File: src/hw/rtl/pcr_pkg.sv
// Shared types and constants of the parameter command responder.
package pcr_pkg;

  // Command function codes
  localparam logic [7:0] FN_READ  = 8'hE1;
  localparam logic [7:0] FN_WRITE = 8'hE2;

  // Reply frame header bytes
  localparam logic [7:0] HDR_SYNC      = 8'hAA;
  localparam logic [7:0] HDR_PARAM     = 8'hAF;
  localparam logic [7:0] HDR_CHECK     = 8'hFF;
  localparam logic [7:0] HDR_ZERO      = 8'h00;
  localparam logic [7:0] PARAM_PAY_LEN = 8'h06;
  localparam logic [7:0] CHECK_PAY_LEN = 8'h03;
  localparam logic [7:0] PARAM_FN_CODE = 8'hE2;

  // Lowest parameter ID held by the store
  localparam logic [15:0] FIRST_ID = 16'd10;

  // Leading bytes before the two check bytes
  localparam int FRAME_BYTES = 10;
  localparam int CNT_W       = 4;
  localparam logic [CNT_W-1:0] READ_LEN  = 4'd10;
  localparam logic [CNT_W-1:0] WRITE_LEN = 4'd7;

  typedef struct packed {
    logic [7:0]         frame_function;
    logic [15:0]        param_id;
    logic signed [31:0] param_value;
    logic [7:0]         rx_sum_check;
    logic [7:0]         rx_add_check;
  } pcr_in_t;

  typedef struct packed {
    logic [7:0] tx_byte;
    logic       frame_end;
  } pcr_out_t;

  // Frame handed to the transmit shifter; byte 0 goes out first
  typedef struct packed {
    logic                             vld;
    logic [CNT_W-1:0]                 len;
    logic [FRAME_BYTES-1:0][7:0]      bytes;
  } pcr_load_t;

endpackage

File: src/hw/rtl/pcr_tx.sv
// Byte-serial frame transmitter that appends the sum and add check bytes.
module pcr_tx
  import pcr_pkg::*;
(
  input  logic      clk,
  input  logic      rst_n,
  input  pcr_load_t load,
  output logic      idle,
  output logic      out_valid,
  input  logic      out_ready,
  output pcr_out_t  out_data
);

  logic [CNT_W-1:0]            cnt_r, cnt_nxt;
  logic [FRAME_BYTES-1:0][7:0] sh_r, sh_nxt;
  logic [7:0]                  sc_r, sc_nxt;
  logic [7:0]                  ac_r, ac_nxt;
  logic                        out_valid_r, out_valid_nxt;
  pcr_out_t                    out_data_r, out_data_nxt;
  logic                        adv;

  assign idle      = (cnt_r == '0);
  assign out_valid = out_valid_r;
  assign out_data  = out_data_r;

  // Advance one byte when one is pending and the output register is free
  assign adv = !idle && (!out_valid_r || out_ready);

  always_comb begin
    cnt_nxt       = cnt_r;
    sh_nxt        = sh_r;
    sc_nxt        = sc_r;
    ac_nxt        = ac_r;
    out_valid_nxt = out_valid_r;
    out_data_nxt  = out_data_r;
    if (load.vld && idle) begin
      // Take a new frame: leading bytes plus two check bytes
      cnt_nxt = load.len + CNT_W'(2);
      sh_nxt  = load.bytes;
      sc_nxt  = '0;
      ac_nxt  = '0;
    end
    if (adv) begin
      cnt_nxt       = cnt_r - CNT_W'(1);
      out_valid_nxt = 1'b1;
      if (cnt_r > CNT_W'(2)) begin
        // Shift out a leading byte and fold it into the running checks
        out_data_nxt.tx_byte   = sh_r[0];
        out_data_nxt.frame_end = 1'b0;
        sc_nxt                 = sc_r + sh_r[0];
        ac_nxt                 = ac_r + sc_r + sh_r[0];
        sh_nxt                 = {8'h00, sh_r[FRAME_BYTES-1:1]};
      end else if (cnt_r == CNT_W'(2)) begin
        out_data_nxt.tx_byte   = sc_r;
        out_data_nxt.frame_end = 1'b0;
      end else begin
        out_data_nxt.tx_byte   = ac_r;
        out_data_nxt.frame_end = 1'b1;
      end
    end else if (out_ready) begin
      out_valid_nxt = 1'b0;
    end
  end

  always_ff @(posedge clk) begin
    if (!rst_n) begin
      cnt_r       <= '0;
      out_valid_r <= 1'b0;
    end else begin
      cnt_r       <= cnt_nxt;
      out_valid_r <= out_valid_nxt;
    end
  end

  // Payload registers need no reset
  always_ff @(posedge clk) begin
    sh_r       <= sh_nxt;
    sc_r       <= sc_nxt;
    ac_r       <= ac_nxt;
    out_data_r <= out_data_nxt;
  end

endmodule

File: src/hw/rtl/parameter_command_responder.sv
// Top level of the parameter command responder: parameter store and command decode.
// Holds PARAM_COUNT signed 32-bit parameters at IDs 10 and up, cleared by reset.
// A read command (E1) of a known ID answers with a 12-byte parameter frame, a
// write command (E2) answers with a 9-byte check frame and then stores the value
// if the ID is known; anything else is taken and answers nothing.
// Reply bytes leave one per cycle from the transmit shift register while
// out_ready is high; in_ready stays low while that register still holds
// reply bytes. A command is taken as soon as the shift register has sent its
// last byte, while that byte may still wait in the output register.
module parameter_command_responder
  import pcr_pkg::*;
#(
  parameter int PARAM_COUNT = 5
) (
  input  logic     clk,
  input  logic     rst_n,
  input  logic     in_valid,
  output logic     in_ready,
  input  pcr_in_t  in_data,
  output logic     out_valid,
  input  logic     out_ready,
  output pcr_out_t out_data
);

  localparam int SLOT_W = (PARAM_COUNT > 1) ? $clog2(PARAM_COUNT) : 1;

  logic [31:0]       store_r [PARAM_COUNT];
  logic              tx_idle;
  logic              in_xfer;
  logic [15:0]       id_off;
  logic              known;
  logic [SLOT_W-1:0] slot;
  logic [31:0]       rd_data;
  pcr_load_t         load;

  assign in_ready = tx_idle;
  assign in_xfer  = in_valid && in_ready;

  // Map the ID onto a store slot
  assign id_off = in_data.param_id - FIRST_ID;
  assign known  = (in_data.param_id >= FIRST_ID) && (id_off < 16'(PARAM_COUNT));
  assign slot   = id_off[SLOT_W-1:0];
  assign rd_data = known ? store_r[slot] : '0;

  // Build the leading bytes of the reply frame
  always_comb begin
    load       = '0;
    load.bytes[0] = HDR_SYNC;
    case (in_data.frame_function)
      FN_READ: begin
        load.vld      = in_xfer && known;
        load.len      = READ_LEN;
        load.bytes[1] = HDR_PARAM;
        load.bytes[2] = PARAM_FN_CODE;
        load.bytes[3] = PARAM_PAY_LEN;
        load.bytes[4] = in_data.param_id[7:0];
        load.bytes[5] = in_data.param_id[15:8];
        load.bytes[6] = rd_data[7:0];
        load.bytes[7] = rd_data[15:8];
        load.bytes[8] = rd_data[23:16];
        load.bytes[9] = rd_data[31:24];
      end
      FN_WRITE: begin
        load.vld      = in_xfer;
        load.len      = WRITE_LEN;
        load.bytes[1] = HDR_CHECK;
        load.bytes[2] = HDR_ZERO;
        load.bytes[3] = CHECK_PAY_LEN;
        load.bytes[4] = FN_WRITE;
        load.bytes[5] = in_data.rx_sum_check;
        load.bytes[6] = in_data.rx_add_check;
      end
      default: begin
        load.vld = 1'b0;
      end
    endcase
  end

  // Store a written value; clear all parameters at reset
  always_ff @(posedge clk) begin
    if (!rst_n) begin
      for (int i = 0; i < PARAM_COUNT; i++) begin
        store_r[i] <= '0;
      end
    end else if (in_xfer && known && (in_data.frame_function == FN_WRITE)) begin
      store_r[slot] <= in_data.param_value;
    end
  end

  pcr_tx u_tx (
    .clk       (clk),
    .rst_n     (rst_n),
    .load      (load),
    .idle      (tx_idle),
    .out_valid (out_valid),
    .out_ready (out_ready),
    .out_data  (out_data)
  );

endmodule

File: config.mk
export PLATFORM = sky130hd
export DESIGN_NAME = parameter_command_responder
export DESIGN_NICKNAME = d
export VERILOG_FILES = /design/src/hw/rtl/pcr_pkg.sv /design/src/hw/rtl/pcr_tx.sv /design/src/hw/rtl/parameter_command_responder.sv
export SDC_FILE = /design/constraint.sdc
export NUM_CORES = 1
export LEC_CHECK = 0
export ABC_AREA = 1
export BUFFER_PORTS_ARGS = -buffer_cell sky130_fd_sc_hd__buf_2
export CORE_MARGIN = 2
export CORE_UTILIZATION = 66
export CTS_CLUSTER_DIAMETER = 50
export DETAILED_ROUTE_END_ITERATION = 10
export GPL_TIMING_DRIVEN = 0
export MAX_ROUTING_LAYER = met4
export PLACE_DENSITY = 0.9
export SLEW_MARGIN = 10
export SYNTH_ARGS = -nofsm -noshare
export SYNTH_HDL_FRONTEND = slang
export SYNTH_HIERARCHICAL = 1
export SYNTH_SLANG_ARGS = --single-unit
export TNS_END_PERCENT = 1
File: constraint.sdc
create_clock -name clk -period 9.1 [get_ports clk]
set_input_delay 0 -clock clk [delete_from_list [all_inputs] [get_ports clk]]
set_output_delay 0 -clock clk [all_outputs]
set_load 0.05 [all_outputs]
Yosys cells after proc, flatten, opt, wreduce, memory -nomap -nowiden:

Memory sizes are Yosys's and may differ from the RTL's.
Index checks and enable logic that the tools add are counted.

* add/subtract/negate cells: 6
* $lt $le $gt $ge: 3
* equality and inequality tests: 3
* mux-type cells: 27
* reduce and logical (&&, ||, !) cells: 13

Operator list (count)
* 80-bit two-way mux: 3
* 48-bit case mux with 2 select lines: 1
* 32-bit two-way mux: 2
* 8-bit two-way mux: 6
* 32-bit OR reduction: 1
* 8-bit adder: 3
* 24-bit two-way mux: 1
* 9-bit two-way mux: 2
* 8-bit equality test (second input constant): 2
* 16-bit by 4-bit >= comparator with 1-bit output (second input constant): 1
* 16-bit by 3-bit < comparator with 1-bit output (second input constant): 1
* 16-bit by 4-bit subtractor with 16-bit output (second input constant): 1
* 4-bit two-way mux: 2
* 4-bit case mux with 2 select lines: 1
* 1-bit two-way mux: 7
* 1-bit logical AND: 6
* 4-bit by 2-bit adder with 4-bit output (second input constant): 1
* 4-bit by 2-bit equality test with 1-bit output (second input constant): 1
* 4-bit by 2-bit greater-than comparator with 1-bit output (second input constant): 1
* 4-bit logical NOT: 1
* 2-bit nonzero test: 2
* 4-bit by 1-bit subtractor with 4-bit output (second input constant): 1
* 3-bit two-way mux: 1
* 1-bit logical NOT: 2
* other kinds (2): 2

* register bits: 110
* bits in writable memories: 160
* bits of input ports: 76
* output and inout port bits: 11
* logic and storage cells: 69
* memories kept: 1

Memories
* store_r: depth 5, bits a word 32, rd ports 1, clocked after Yosys merged registers in 0, write ports 5, RTL line parameter_command_responder.sv:27 `logic [31:0] store_r [PARAM_COUNT];`

Longest topological paths before layout:

Gate-level depths: netlist of run 1.

* depth in word-level cells: 10
* depth in mapped cells: 26
* mapped depth without buffers: 21

Modules after synthesis:

The synthesis of run 1 kept the hierarchy.

Modules (own cells, without submodules)
* parameter_command_responder: times used 1, cells an instance 1078, area an instance 11577.4 µm², sequential area each 7687.4 µm²
* pcr_tx: times used 1, cells an instance 707, area an instance 5326.4 µm², sequential area each 2292.2 µm²

Least setup slack after synthesis of run 1:

No wires, ideal clock.

* path kind: register -> register
* start: reg u_tx.cnt_r[1]
* end: mem store_r[5][0], enable pin
* setup time: 461 ps
* data arrival time: 4177 ps
* setup slack: 4462 ps
* cell stages (with the launch flop): 9
* clock period less this slack: 4638 ps
* cells stage by stage: dfxtp_1 inv_1 ha_1 nand2_4 inv_1 nand2_1 nor3b_4 nand2_1 nor3_1

RTL lines
* start, declared: RTL line pcr_tx.sv:14 `logic [CNT_W-1:0] cnt_r, cnt_nxt;`
* start signal, assigned: RTL line pcr_tx.sv:70 `cnt_r <= cnt_nxt;`
* end, declared: RTL line parameter_command_responder.sv:27

==> results.json, run 1 <==
{
  "status": "complete, no violations",
  "synth_cell_types": 42,
  "p_switching_w": 0.00170,
  "clock_sinks": 366,
  "endpoint_kind": "flop",
  "critical_path_required_ns": 9.58,
  "cap_viol_max_count": 0,
  "postCtsHoldBufs": 57,
  "worst_pin_slew_ns": 0.816,
  "ff2ff_setup_slack_ns": 5.53,
  "post-synth-top-count-cell": "nand2_1",
  "hold_path_class": "in2reg",
  "slowest_stage": "clkbuf_1",
  "r2r-end": "store_r[5][20]",
  "path_clk_slew_ns": 0.06,
  "place_hpwl_um": 31100,
  "area.growth.synth_to_final_pct": 17.9,
  "endpoint": "u_tx/cnt_r[0]",
  "use_met3_pct": 6.31,
  "first_iter_violations": 2021,
  "start_util_pct": 67.1,
  "fin_crit_ns": 4.33,
  "startpoint": "in_data[49]",
  "synth_ff_type": "edfxtp_1",
  "cp-start-kind": "input port",
  "antennaDiodeCount": 0,
  "met2_usage_pct": 61.6,
  "intPower_w": 0.00339,
  "core_area_mm2": 0.0252,
  "yosysTopAreaCellShare_pct": 47.1,
  "worst-path-stages": 23,
  "grt-busiest-layer": "met2",
  "synth_commonest_cells": "nand2_1 (388), nor2_1 (321), edfxtp_1 (265)",
  "powerDensity_mw_per_mm2": 255,
  "pwr-share-clk_pct": 31.6,
  "ios": 87,
  "dpl_cell_area_mm2": 0.0181,
  "drv_slew": 0,
  "rsz0062_at_grt": "no",
  "reg2reg_from": "u_tx/cnt_r[1]",
  "p_seq_share_pct": 42.6,
  "die_y_um": 164,
  "vias_per_cell": 6.20,
  "yosysSeqAreaShare_pct": 59.0,
  "gr-total-overflow": 0,
  "r2r.worst_path.cells": 11,
  "dieArea_mm2": 0.0269,
  "synth_edf_count": 265,
  "setup_viol": 0,
  "max_freq_ghz": 0.231,
  "insertion_delay_ns": 0.55,
  "grt_use_met1_pct": 42.7,
  "grt_max_degree": 25,
  "sw_frac_of_total_pct": 33.3,
  "yosys_warnings": 6,
  "ant_nets": 0,
  "cp_top_family": "buffers and inverters",
  "vdd_ir_drop_max_mv": 0.270,
  "clockRootBuffer": "clkbuf_16",
  "max_stage_delay_ns": 0.68,
  "netlist_area_mm2": 0.0169,
  "vias": 14625,
  "worst-setup-path-type": "in2reg",
  "path_buf_inv": 10,
  "cp_max_fo": 12,
  "io_buffers": 85,
  "firstDrtPassIters": 7,
  "crit_chain": "buf_2, inv_2, clkbuf_1, clkbuf_1, ha_1, clkbuf_1, nor2_1, nor2_1, nand2_1, nor2_1, nand3_1, nor2_8, nand2_2, buf_2, a21oi_1, inv_1, nor2_8, buf_2, nand2_1, o211ai_1, o211ai_1, dlygate4sd3_1, inv_1",
  "synth_area_leaders": "edfxtp_1 (47%), dfxtp_1 (12%), nand2_1 (8.6%), nor2_1 (7.1%), o21ai_0 (4.7%)",
  "comb_power_share_pct": 25.8,
  "synth_async_sr_flop_share_pct": 0,
  "final.period_utilization_pct": 47.6,
  "avgSynthCellArea_um2": 9.47,
  "leakagePower_nw": 8.38,
  "yosys.area.top_type": "edfxtp_1",
  "grt_pass1_vias": 14387,
  "cts_max_level": 2,
  "drive_gt1_share_pct": 12.1,
  "cts_tree": "done",
  "post_cts_buffers": 0,
  "synthCells": 1785,
  "final_nets": 2106,
  "cts_buffer_depth": 3,
  "gr-usage-all-layers_pct": 36.7,
  "rows": 58,
  "ys_seq_elements": 366,
  "dieWidth_um": 164,
  "wl_per_cell_um": 20.4,
  "fin_tns_setup_ns": 0,
  "cts_buffers": 39,
  "skew_ns": 0.0249,
  "antenna_found_initial": 0,
  "grt_pass1_wl_um": 73700,
  "final-hold-violation-count": 0,
  "max_slew_margin_pct": 45.6,
  "finalWeightedCongestion": 0.913,
  "final_area_mm2": 0.0199,
  "cts_resized": 0,
  "wirelength_um": 48100,
  "crit_arrival_ns": 4.81,
  "post-route-drc-count": 0
}
-- worst register-to-register path: stages, from the launching register on --
cell	delay, ns
dfxtp_1	0.32
inv_1	0.14
ha_1	0.27
nand2_4	0.13
inv_1	0.10
nand2_1	0.16
nor3b_4	0.73
nand2_1	0.27
nor3_2	0.47
buf_4	0.27
buf_4	0.19
buf_4	0.23
-- metrics by stage --
step	power, W	setup WS (ns)	std cells	hold WS [ns]	utilization (%)
final	0.00509	4.77	2360	0.0284	79.1
after detailed placement	0.00343	4.74	2232	0.218	71.7
after CTS	0.00504	4.89	2360	0.000743	79.1
after global placement	0.00335	1.74	2215	0.212	70.7
after global routing	0.00530	4.57	2360	0.0716	79.1
after floorplan	0.00307	4.46	1800	0.0989	-
-- how the worst min path moves through the flow --
stage | start | to | slack (ns) | cells past startpoint
after CTS | in_data[52] | u_tx/sh_r[36] | 0.0007 | 5
final | in_data[52] | u_tx/sh_r[36] | 0.03 | 5
after detailed placement | in_data[25] | store_r[6][9] | 0.22 | 1
after global placement | in_data[42] | store_r[5][26] | 0.21 | 1
after floorplan | in_data[16] | store_r[5][0] | 0.1 | 0
after global routing | in_data[58] | u_tx/sh_r[42] | 0.07 | 5
-- flip-flops by register name (all words and copies together) (netlist names) --
signal	count
u_tx/cnt_r	4
u_tx/sh_r	80
u_tx/ac_r	8
u_tx/sc_r	8
u_tx/out_data	9
u_tx/out_valid	1
store_r	256
-- placed cells by master (no fill, tap or decap), types with 4 or more instances in the layout --
master         Yosys  final
a21oi_1           29     29
buf_1              6      6
buf_2             18    103
buf_4              8     15
buf_6             20     25
clkbuf_1          52     60
clkbuf_16          0     41
clkinv_1           2      5
clkinv_2           0      6
conb_1             2     17
dfxtp_1          101    101
dlygate4sd3_1      0     57
edfxtp_1         265    265
fa_1               9      9
ha_1              21     21
inv_1            112    112
inv_2              5      5
nand2_1          388    383
nand2_2            3      8
nand2_4            4      4
nand3_1           92     92
nand4_4            5      5
nor2_1           321    321
nor2_4             4      4
o211ai_1           8      8
o21ai_0          160    160
o21ai_1           52     52
o221ai_1          54     54
o22ai_1           10     10
o31ai_1            5      5
xnor2_1            5      5
-- power groups by stage --
stage | Combinational [W] | Clock (W) | Sequential [W]
2_1_floorplan | 0.000842 | 0 | 0.00223
3_3_place_gp | 0.00117 | 0 | 0.00218
3_5_place_dp | 0.00124 | 0 | 0.00219
4_1_cts | 0.00128 | 0.00160 | 0.00216
5_1_grt | 0.00146 | 0.00167 | 0.00218
6_report | 0.00131 | 0.00161 | 0.00216
-- per-layer routing --
layer  wire length [um]  part of all wire (%)
met1              16700                    35
met2              23600                    49
met3               4920                    10
met4               2870                   6.0
met5                  0                     0
-- layout make-up --
class | instances | area [um2]
buffer | 104 | 593
clock buffer | 50 | 1070
clock inverter | 21 | 229
fill | 1407 | 5260
inverter | 119 | 447
multi-input combinational | 1211 | 5970
sequential | 366 | 9980
tap | 330 | 413
timing repair buffer | 159 | 1230
-- cell families after synthesis --
kind of cell | synth area share [%]
and+or+nand+nor | 20.7
DFF | 59.0
AOI/OAI and AO/OA | 11.1
buffers and inverters | 6.15
adders and majority gates | 2.62
xor gates and xnor gates | 0.311
other | 0.0444
Power figures use the tool's default switching activity.
==> inputs of run 2 (changes only) <==
--- a/config.mk
+++ b/config.mk
@@ -8,12 +8,12 @@
 export ABC_AREA = 1
 export BUFFER_PORTS_ARGS = -buffer_cell sky130_fd_sc_hd__buf_2
 export CORE_MARGIN = 2
-export CORE_UTILIZATION = 66
+export CORE_UTILIZATION = 61
 export CTS_CLUSTER_DIAMETER = 50
 export DETAILED_ROUTE_END_ITERATION = 10
 export GPL_TIMING_DRIVEN = 0
 export MAX_ROUTING_LAYER = met4
-export PLACE_DENSITY = 0.9
+export PLACE_DENSITY = 0.84
 export SLEW_MARGIN = 10
 export SYNTH_ARGS = -nofsm -noshare
 export SYNTH_HDL_FRONTEND = slang
==> constraint.sdc (replaced) <==
create_clock -name clk -period 4.5 [get_ports clk]
set_input_delay 0 -clock clk [delete_from_list [all_inputs] [get_ports clk]]
set_output_delay 0 -clock clk [all_outputs]
set_load 0.05 [all_outputs]
==> run 2 against run 1 <==
  * Sequential power rose by 100%
  * Sequential share of layout area barely moved
  * Critical path depth did not move
  * Core utilization fell by 5.6 points
  * Global-route usage fell by 3.4 points
  * Final cell count rose by 1.8%
  * Largest power group unchanged
  * Combinational power rose by 99%
==> results.json, run 2 (synthesis results as in run 1) <==
{
  "vias": 14239,
  "n_fill_cell": 1792,
  "max_slew_margin_pct": 45.3,
  "rsz0062_at_grt": "no",
  "r2r-end": "store_r[6][18]",
  "finalWeightedCongestion": 0.936,
  "seqCellArea_mm2": 0.00998,
  "cts_buffer_depth": 3,
  "final_area_mm2": 0.0199,
  "leakagePower_nw": 8.36,
  "largest_reg_flops": 256,
  "post-route-util_pct": 73.5,
  "firstDrtPassIters": 8,
  "regMostFlops": "store_r",
  "ios": 87,
  "vias_per_cell": 5.93,
  "grt_max_degree": 24,
  "p_total_w": 0.0101,
  "powerDensity_mw_per_mm2": 508,
  "final_common_cell": "nand2_1",
  "worst-setup-path-type": "in2reg",
  "clockRootBuffer": "clkbuf_16",
  "setup_viol": 0,
  "status": "complete, no violations",
  "wirelength_um": 47100,
  "use_met3_pct": 5.19,
  "rows": 60,
  "ant_nets": 0,
  "holdWs_ns": 0.0376,
  "cp_max_fo": 12,
  "multiInputGateArea_mm2": 0.00597,
  "first_iter_violations": 1951,
  "ff2ff_setup_slack_ns": 0.92,
  "io_buffers": 85,
  "core_area_mm2": 0.0271,
  "min_from": "in_data[58]",
  "cts_max_level": 2,
  "grt_pass1_vias": 14155,
  "final_cell_mix": "nand2_1 (383), nor2_1 (321), edfxtp_1 (265)",
  "dieWidth_um": 170,
  "cts_buffers": 39,
  "worst_pin_slew_ns": 0.821,
  "drive_gt1_share_pct": 11.8,
  "cts_tree": "done",
  "critical_path_required_ns": 4.98,
  "antenna_found_initial": 1,
  "post-route-drc-count": 0,
  "grt_pass1_wl_um": 72200,
  "gr-usage-all-layers_pct": 33.3,
  "vdd_ir_drop_max_mv": 0.362,
  "grt_use_met1_pct": 39.2,
  "area.growth.synth_to_final_pct": 17.9,
  "fin_tns_setup_ns": 0,
  "max_freq_ghz": 0.237,
  "crit_arrival_ns": 4.69,
  "final-hold-violation-count": 0,
  "reg2reg_from": "u_tx/cnt_r[1]",
  "final_nets": 2105,
  "fin_crit_ns": 4.21,
  "holdPathEnd": "u_tx/sh_r[42]",
  "final.period_utilization_pct": 93.6,
  "skew_ns": 0.0270,
  "clock_sinks": 366,
  "die_y_um": 170,
  "wl_per_cell_um": 19.6,
  "holdPathStages": 5,
  "grt-busiest-layer": "met2",
  "place_hpwl_um": 31000,
  "drv_slew": 0,
  "gr-total-overflow": 0,
  "r2r.worst_path.cells": 11,
  "cp-start-kind": "input port",
  "endpoint_kind": "flop",
  "insertion_delay_ns": 0.54,
  "path_clk_slew_ns": 0.06,
  "met2_usage_pct": 55.1,
  "dpl_cell_area_mm2": 0.0181,
  "start_util_pct": 62.4,
  "dieArea_mm2": 0.0291,
  "hold_path_class": "in2reg",
  "cap_viol_max_count": 0
}
[run 2: metal layers]
| metal | vias to the layer above | routed length (um) | part of all wire, % |
|---|---|---|---|
| li1 | 6474 | - | - |
| met1 | 6636 | 17100 | 36 |
| met2 | 925 | 23000 | 49 |
| met3 | 204 | 4580 | 9.7 |
| met4 | 0 | 2440 | 5.2 |
| met5 | - | 0 | 0 |
[run 2: power breakdown]
| part | switching, W | internal [W] |
|---|---|---|
| Sequential | 0.000287 | 0.00409 |
| Clock | 0.00132 | 0.00182 |
| Combinational | 0.00173 | 0.000885 |
| Total | 0.00333 | 0.00679 |
[run 2: what timing repair did]
action / in CTS / in global routing
hold buffers: 56 / 0
endpoints found under the hold margin: 279 / 0
setup buffers: 0 / 0
setup endpoints to repair: 0 / 1
resized for setup: 0 / 3
[run 2: worst max path at each step]
stage / to / depth (start not counted) / slack, ns / from
floorplan: store_r[5][0] / 8 / -0.14 / u_tx/cnt_r[1]
global placement: store_r[5][28] / 14 / -3.23 / in_data[49]
detailed placement: store_r[6][24] / 17 / -0.006 / in_data[49]
CTS: u_tx/cnt_r[0] / 23 / 0.18 / in_data[49]
global route: u_tx/cnt_r[0] / 23 / 0.08 / in_data[49]
finish: u_tx/cnt_r[0] / 23 / 0.29 / in_data[49]
[run 2: final cells by class]
type                    instances  area share (%)
flip-flops and latches        366            50.1
clock inverters                22            1.04
repair buffers                158            6.15
well taps                     372            2.34
plain buffers                 104            2.98
diodes                          1          0.0126
multi-input cells            1211            29.9
inverters                     119            2.24
clock buffers                  50            5.21
[run 2: through the flow]
step                std cells  setup slack [ns]
floorplan                1800            -0.138
global placement         2257             -3.23
detailed placement       2274          -0.00597
CTS                      2402             0.180
global route             2403            0.0784
finish                   2403             0.287
[run 2: worst max-delay path, stage by stage]
cell           delay (ns)
buf_2                0.15
inv_2                0.11
clkbuf_1             0.46
clkbuf_2             0.49
ha_1                 0.20
clkbuf_1             0.36
nor2_1               0.14
nor2_1               0.16
nand2_1              0.07
nor2_1               0.08
nand3_1              0.19
nor2_8               0.33
nand2_2              0.10
buf_2                0.20
a21oi_1              0.15
inv_1                0.11
nor2_8               0.19
buf_2                0.23
nand2_1              0.09
o211ai_1             0.12
o211ai_1             0.10
dlygate4sd3_1        0.57
inv_1                0.05
